[src/design/bti_pkg.sv]
// Package for the brace text reindenter.
// Holds the byte codes, field widths and the run descriptor shared by the decoder and emitter.
// No dependencies.
`timescale 1ns / 1ps
`default_nettype none

package bti_pkg;

  // Field widths.
  localparam int unsigned CharW  = 8;
  localparam int unsigned DepthW = 4;
  localparam int unsigned SpaceW = 5;

  // Largest depth that the indent register can hold.
  localparam logic [DepthW-1:0] DEPTH_LIMIT = 4'd15;

  // Byte codes.
  localparam logic [CharW-1:0] CH_COMMA = 8'h2C;
  localparam logic [CharW-1:0] CH_OPEN  = 8'h7B;
  localparam logic [CharW-1:0] CH_CLOSE = 8'h7D;
  localparam logic [CharW-1:0] CH_NL    = 8'h0A;
  localparam logic [CharW-1:0] CH_SP    = 8'h20;
  localparam logic [CharW-1:0] CH_TAB   = 8'h09;
  localparam logic [CharW-1:0] CH_CR    = 8'h0D;

  // One output run: optional newline and spaces, then the byte itself.
  typedef struct packed {
    logic              emit;
    logic              newline;
    logic [SpaceW-1:0] spaces;
    logic [CharW-1:0]  ch;
  } run_desc_t;

endpackage

`default_nettype wire

[src/design/bti_in_if.sv]
// Input channel of the brace text reindenter: one text byte per word.
// Depends on bti_pkg.
`timescale 1ns / 1ps
`default_nettype none

interface bti_in_if;
  logic                       valid;
  logic                       ready;
  logic [bti_pkg::CharW-1:0]  char_in;

  modport source (output valid, output char_in, input ready);
  modport sink (input valid, input char_in, output ready);
endinterface

`default_nettype wire

[src/design/bti_out_if.sv]
// Output channel of the brace text reindenter: one output byte per word, last of run marked.
// Depends on bti_pkg.
`timescale 1ns / 1ps
`default_nettype none

interface bti_out_if;
  logic                       valid;
  logic                       ready;
  logic [bti_pkg::CharW-1:0]  char_out;
  logic                       run_last;

  modport source (output valid, output char_out, output run_last, input ready);
  modport sink (input valid, input char_out, input run_last, output ready);
endinterface

`default_nettype wire

[src/design/bti_decode.sv]
// Decoder of the brace text reindenter: keeps indent depth and skip mode, and turns
// each input byte into a run descriptor. Depends on bti_pkg.
`timescale 1ns / 1ps
`default_nettype none

module bti_decode #(
  parameter int unsigned MAX_DEPTH = 15
) (
  input  wire logic                       clk,
  input  wire logic                       rst,
  input  wire logic [bti_pkg::CharW-1:0]  char_in,
  input  wire logic                       accept,
  output bti_pkg::run_desc_t              desc
);

  localparam logic [bti_pkg::DepthW-1:0] DepthCap =
    (MAX_DEPTH < 15) ? bti_pkg::DepthW'(MAX_DEPTH) : bti_pkg::DEPTH_LIMIT;

  logic [bti_pkg::DepthW-1:0] indent_level;
  logic [bti_pkg::DepthW-1:0] indent_level_next;
  logic                       skipping_ws;
  logic                       skipping_ws_next;

  logic is_comma;
  logic is_open;
  logic is_close;
  logic is_special;
  logic is_ws;
  logic drop;
  logic [bti_pkg::DepthW-1:0] indent_used;

  // Classify the byte.
  always_comb begin
    is_comma   = (char_in == bti_pkg::CH_COMMA);
    is_open    = (char_in == bti_pkg::CH_OPEN);
    is_close   = (char_in == bti_pkg::CH_CLOSE);
    is_special = is_comma || is_open || is_close;
    is_ws      = ((char_in >= bti_pkg::CH_TAB) && (char_in <= bti_pkg::CH_CR)) ||
                 (char_in == bti_pkg::CH_SP);
    drop       = skipping_ws && is_ws;
  end

  // Next depth and skip mode. A closing brace indents at the lowered depth.
  always_comb begin
    indent_level_next = indent_level;
    if (!drop && is_open && (indent_level < DepthCap)) begin
      indent_level_next = indent_level + 1'b1;
    end else if (!drop && is_close && (indent_level != '0)) begin
      indent_level_next = indent_level - 1'b1;
    end
    indent_used      = is_close ? indent_level_next : indent_level;
    skipping_ws_next = drop ? 1'b1 : is_special;
  end

  // Run descriptor for the emitter.
  always_comb begin
    desc.emit    = !drop;
    desc.newline = is_open || is_close || (skipping_ws && !is_special);
    desc.spaces  = {indent_used, 1'b0};
    desc.ch      = char_in;
  end

  // State update on each accepted byte.
  always_ff @(posedge clk) begin
    if (rst) begin
      indent_level <= '0;
      skipping_ws  <= 1'b0;
    end else if (accept) begin
      indent_level <= indent_level_next;
      skipping_ws  <= skipping_ws_next;
    end
  end

endmodule

`default_nettype wire

[src/design/bti_emit.sv]
// Emitter of the brace text reindenter: plays out one run descriptor as optional newline and
// spaces, then the byte, one word per cycle while the output is ready. Depends on bti_pkg and bti_out_if.
`timescale 1ns / 1ps
`default_nettype none

module bti_emit (
  input  wire logic               clk,
  input  wire logic               rst,
  input  wire bti_pkg::run_desc_t desc,
  input  wire logic               load,
  output logic                    load_ok,
  bti_out_if.source               out_ch
);

  typedef enum logic [3:0] {
    S_IDLE = 4'b0001,
    S_NL   = 4'b0010,
    S_SP   = 4'b0100,
    S_CH   = 4'b1000
  } emit_state_t;

  emit_state_t                       state;
  emit_state_t                       state_next;
  logic [bti_pkg::SpaceW-1:0]        cnt;
  logic [bti_pkg::SpaceW-1:0]        cnt_next;
  logic [bti_pkg::CharW-1:0]         ch;
  logic [bti_pkg::CharW-1:0]         ch_next;

  // A new run may load once the current one hands over its last word.
  assign load_ok = (state == S_IDLE) || ((state == S_CH) && out_ch.ready);

  // Output word from the current phase.
  always_comb begin
    out_ch.valid    = (state != S_IDLE);
    out_ch.run_last = (state == S_CH);
    unique case (state)
      S_NL:    out_ch.char_out = bti_pkg::CH_NL;
      S_SP:    out_ch.char_out = bti_pkg::CH_SP;
      default: out_ch.char_out = ch;
    endcase
  end

  // Phase sequencing.
  always_comb begin
    state_next = state;
    cnt_next   = cnt;
    ch_next    = ch;
    if (load) begin
      ch_next  = desc.ch;
      cnt_next = desc.spaces;
      if (!desc.emit) begin
        state_next = S_IDLE;
      end else if (desc.newline) begin
        state_next = S_NL;
      end else begin
        state_next = S_CH;
      end
    end else if (out_ch.ready) begin
      unique case (state)
        S_NL: begin
          state_next = (cnt != '0) ? S_SP : S_CH;
        end
        S_SP: begin
          cnt_next = cnt - 1'b1;
          if (cnt == bti_pkg::SpaceW'(1)) begin
            state_next = S_CH;
          end
        end
        S_CH:    state_next = S_IDLE;
        default: state_next = S_IDLE;
      endcase
    end
  end

  // Phase register.
  always_ff @(posedge clk) begin
    if (rst) begin
      state <= S_IDLE;
    end else begin
      state <= state_next;
    end
  end

  // Space count and held byte; only read while a run is active.
  always_ff @(posedge clk) begin
    cnt <= cnt_next;
    ch  <= ch_next;
  end

`ifndef ASSERT_OFF
  a_no_load_mid_run: assert property (@(posedge clk) disable iff (rst)
    (state == S_NL || state == S_SP) |-> !load_ok)
    else $error("input taken in the middle of a run");

  a_nl_then_sp_or_ch: assert property (@(posedge clk) disable iff (rst)
    (state == S_NL && out_ch.ready) |=> (state == S_SP || state == S_CH))
    else $error("newline not followed by indent or byte");

  a_sp_count_nonzero: assert property (@(posedge clk) disable iff (rst)
    (state == S_SP) |-> (cnt != '0))
    else $error("space phase with empty count");

  a_last_space_to_ch: assert property (@(posedge clk) disable iff (rst)
    (state == S_SP && out_ch.ready && cnt == bti_pkg::SpaceW'(1)) |=> (state == S_CH))
    else $error("last space not followed by the byte");
`endif

endmodule

`default_nettype wire

[src/design/brace_text_reindenter.sv]
// Top level of the brace text reindenter: decoder with depth and skip state, and the run emitter.
// Depends on bti_pkg, bti_in_if, bti_out_if, bti_decode and bti_emit.
//
//   Channel  Dir  Payload             Meaning
//   in_ch    in   char_in[7:0]        one text byte
//   out_ch   out  char_out[7:0],      one output byte
//                 run_last            last byte of the run for one input byte
//
// An input byte gives a run of 0 to 32 output words.
// A byte copied one for one flows at one byte per cycle while the output is ready; a line break
// adds a newline word and two spaces per depth level, which the emitter sends one word per cycle.
// A dropped whitespace byte is taken and gives nothing.
// Synchronous reset clears depth, skip mode and the emitter; output stalls hold the run.
`timescale 1ns / 1ps
`default_nettype none

module brace_text_reindenter #(
  parameter int unsigned MAX_DEPTH = 15
) (
  input  wire logic  clk,
  input  wire logic  rst,
  bti_in_if.sink     in_ch,
  bti_out_if.source  out_ch
);

  bti_pkg::run_desc_t desc;
  logic               load_ok;
  logic               accept;

  // A byte is taken whenever the emitter can load its run.
  assign in_ch.ready = load_ok;
  assign accept      = in_ch.valid && load_ok;

  // Byte classification and state.
  bti_decode #(
    .MAX_DEPTH(MAX_DEPTH)
  ) u_decode (
    .clk    (clk),
    .rst    (rst),
    .char_in(in_ch.char_in),
    .accept (accept),
    .desc   (desc)
  );

  // Run playout.
  bti_emit u_emit (
    .clk    (clk),
    .rst    (rst),
    .desc   (desc),
    .load   (accept),
    .load_ok(load_ok),
    .out_ch (out_ch)
  );

endmodule

`default_nettype wire
[src/flat_wrapper.sv]
// flat-port wrapper written by rule: the top's interface ports become plain ports
module brace_text_reindenter_flat 
#(
  parameter int unsigned MAX_DEPTH = 15
)
  (clk, rst, in_ch_valid, in_ch_char_in, in_ch_ready, out_ch_valid, out_ch_char_out, out_ch_run_last, out_ch_ready);
  bti_in_if in_ch_i ();
  bti_out_if out_ch_i ();
  input  wire logic clk;
  input  wire logic rst;
  input wire logic [$bits(in_ch_i.valid)-1:0] in_ch_valid;
  input wire logic [$bits(in_ch_i.char_in)-1:0] in_ch_char_in;
  output wire logic [$bits(in_ch_i.ready)-1:0] in_ch_ready;
  output wire logic [$bits(out_ch_i.valid)-1:0] out_ch_valid;
  output wire logic [$bits(out_ch_i.char_out)-1:0] out_ch_char_out;
  output wire logic [$bits(out_ch_i.run_last)-1:0] out_ch_run_last;
  input wire logic [$bits(out_ch_i.ready)-1:0] out_ch_ready;
  assign in_ch_i.valid = in_ch_valid;
  assign in_ch_i.char_in = in_ch_char_in;
  assign in_ch_ready = in_ch_i.ready;
  assign out_ch_valid = out_ch_i.valid;
  assign out_ch_char_out = out_ch_i.char_out;
  assign out_ch_run_last = out_ch_i.run_last;
  assign out_ch_i.ready = out_ch_ready;
  brace_text_reindenter #(.MAX_DEPTH(MAX_DEPTH)) u_core (.clk(clk), .rst(rst), .in_ch(in_ch_i), .out_ch(out_ch_i));
endmodule
[config.mk]
export PLATFORM = sky130hd
export DESIGN_NAME = brace_text_reindenter_flat
export DESIGN_NICKNAME = d
export VERILOG_FILES = /design/src/design/bti_pkg.sv /design/src/design/bti_in_if.sv /design/src/design/bti_out_if.sv /design/src/design/bti_decode.sv /design/src/design/bti_emit.sv /design/src/design/brace_text_reindenter.sv /design/src/flat_wrapper.sv
export SDC_FILE = /design/constraint.sdc
export NUM_CORES = 1
export LEC_CHECK = 0
export BUFFER_PORTS_ARGS = -buffer_cell sky130_fd_sc_hd__buf_2
export CAP_MARGIN = 40
export CORE_MARGIN = 3
export CORE_UTILIZATION = 45
export CTS_BUF_LIST = sky130_fd_sc_hd__clkbuf_4
export DETAILED_ROUTE_END_ITERATION = 7
export GPL_ROUTABILITY_DRIVEN = 1
export PLACE_DENSITY = 0.66
export SLEW_MARGIN = 20
export SYNTH_ARGS = -nofsm -noshare
export SYNTH_HDL_FRONTEND = slang
export SYNTH_SLANG_ARGS = --single-unit
export TNS_END_PERCENT = 5
[constraint.sdc]
create_clock -name clk -period 2.53 [get_ports clk]
set_clock_uncertainty 0.1 [all_clocks]
set_input_delay 0.253 -clock clk [delete_from_list [all_inputs] [get_ports clk]]
set_output_delay 0.253 -clock clk [all_outputs]
set_load 0.05 [all_outputs]
==> metrics.cfg <==
[run_status]
status = completed

[synth]
postSynth.asyncResetShare = 0
yosys.area_share.adder = 0.03431
yosysSeqAreaShare = 0.3842
ys_ff_latch = 22
synth_ff_type = edfxtp_1
yosys_warnings = 0
yosys.area_share.simple = 0.3096
synth_top_family_by_area = simple AND/OR/NAND/NOR gates
synth_area_um2 = 1459
syn_nets = 177
syn_avg_cell_area_um2 = 9.061
ys_types = 56
netlist_instances = 161
synthMuxAreaShare = 0.02230
synthXorXnorAreaFrac = 0.03002
synth-edff-count = 12
synth_compound_area_frac = 0.1775

[timing]
max_freq_mhz = 469.0
worst_slew_pin_slew_ps = 612.7
rsz0062_at_grt = no
fin_tns_setup_ps = 0
post-route-min-period_ps = 2132
setup_viol = 0
maxSlewHeadroom = 0.5911
drv_slew = 0
hold_viol = 0
timing.final.crit_share = 0.8427

[floorplan]
core_region_area_um2 = 3078
dieArea_um2 = 3961
die_w_um = 62.94
fp-row-count = 20
die_y_um = 62.94
io_pins = 23
start_util = 0.4740

[setup_path]
required_ps = 2180
crit_arrival_ps = 1780
cp-start-kind = flip-flop
path_max_fanout = 7
end_kind = output port
critical_path_class = flip-flop to output port

[power]
ir_worst_vdd_mv = 0.3561
sequentialPowerShare = 0.460
p_sw_w = 0.0002885
intPower_w = 0.0006339
pwr-share-comb = 0.246
pwr-share-clk = 0.294
switching_share = 0.3128
power_per_cell_area_nw_per_um2 = 558.5
p_leak_nw = 0.6056

[finish]
diodes = 0
nFillCells = 293
post-route-util = 0.5366
layout_common_cells = buf_2, nand2_1, edfxtp_1
drive_above_1_share = 0.2000
area_growth_pct = 13.21
final_common_cell = buf_2
multiInputGateArea_um2 = 843.3
seq_area_um2 = 560.5
fin_nets = 197

[global_route]
grt_remaining_overflow = 0
grt_pass1_vias = 1203
track_usage = 0.1804
grt_max_degree = 16
grt_pass1_wl_mm = 5.775
antenna_found_initial = 0

[clock_tree]
path_clk_slew_ps = 130
cts_tree = yes
numCtsBuffers = 3
post_cts_resized = 0
cts_hold_buf = 0
cts.sinks = 22
cts_setup_buffers = 0
clk_latency_ps = 310
root_buffer = clkbuf_4
cts_max_path_buffers = 2
htree_num_levels = 1

[run]
maxCapViolCount = 0

[hold_path]
hold_path.class = input pin to flip-flop

[route]
via_count = 1294
drt_iter0_markers = 65
drc = 0
wire_per_inst_um = 14.38
routed_via_density = 5.777
routed_wl_mm = 3.220
drt_pass1_iterations = 4
ant_nets = 0

[place]
port_buffers = 22
gp_congestion = 0.8979
dp_hpwl_mm = 2.492

[Yosys cell counts, types with 4 or more instances]
master,instances,area share
inv_1,7,0.018
nand2_1,16,0.041
dfxtp_1,10,0.14
and2_1,8,0.034
nor3_1,5,0.017
ha_1,4,0.034
nor2_1,4,0.010
or4b_1,4,0.027
nand3_1,8,0.027
o21ai_0,7,0.024
a21oi_1,5,0.017
xnor2_1,4,0.024
a31oi_1,6,0.026
edfxtp_1,12,0.25
[flip-flops by register name (all words and copies together) (netlist names)]
| register | cells |
|---|---|
| u_core.u_emit.ch | 8 |
| u_core.u_decode.indent_level | 4 |
| u_core.u_emit.cnt | 5 |
| u_core.u_emit.state | 4 |
| u_core.u_decode.skipping_ws | 1 |
[logic make-up (layout without fill, tap and decap cells)]
kind of cell,after synthesis,after routing
fa+ha+maj,4,4
simple gates,75,75
xor+xnor,5,5
flops,22,22
mux,3,3
compound gates,37,37
buf+inv,15,34
[layout make-up]
class,count,area share
Clock buffer,3,0.01364
Clock inverter,1,0.01818
Inverter,8,0.01818
Multi-Input combinational cell,124,0.5106
Sequential cell,22,0.3394
Tap cell,44,0.03333
Timing Repair Buffer,22,0.06667
[metal layers]
metal / track usage / vias to the layer above / share of wire
met5: 0 / - / 0
met4: 0.05785 / 0 / 0.011
met3: 0.02878 / 4 / 0.042
met2: 0.2701 / 31 / 0.44
met1: 0.2632 / 601 / 0.51
li1: - / 658 / -
[path summary, 6_finish.rpt]
path                                                       from                              end  slack (ps)  cells past startpoint
worst max-delay path                     u_core.u_emit.state[2]               out_ch_char_out[1]         400                      4
worst min-delay path                           in_ch_char_in[4]              u_core.u_emit.ch[4]          60                      1
worst max register to register           u_core.u_emit.state[2]             u_core.u_emit.cnt[2]         500                      3
worst min register to register  u_core.u_decode.indent_level[0]  u_core.u_decode.indent_level[0]         450                      2
[worst max-delay path: stages (launching register included)]
cell,delay (ps)
dfxtp_1,470
or4b_1,610
nand2_1,120
nand2_1,60
buf_2,210
[per-stage QoR]
| step | power (W) | hold slack [ps] | instance area [um^2] | instances | setup WS [ps] |
|---|---|---|---|---|---|
| floorplan | 0.0005977 | 251.9 | 1465 | 161 | 291.5 |
| global placement | 0.0006540 | 381.4 | 1599 | 220 | 577.8 |
| detailed placement | 0.0006582 | 383.2 | 1599 | 220 | 518.7 |
| CTS | 0.0009253 | 54.75 | 1652 | 224 | 396.2 |
| global route | 0.0009648 | 46.44 | 1652 | 224 | 270.6 |
| finish | 0.0009224 | 62.28 | 1652 | 224 | 397.9 |
[power groups by stage]
stage	sequential [W]	combinational [W]	clock [W]
floorplan	0.000428	0.000170	0
global placement	0.000431	0.000223	0
detailed placement	0.000433	0.000225	0
CTS	0.000425	0.000226	0.000275
global route	0.000429	0.000246	0.000290
finish	0.000425	0.000227	0.000271
No activity file was read; power rests on OpenSTA's default activity.
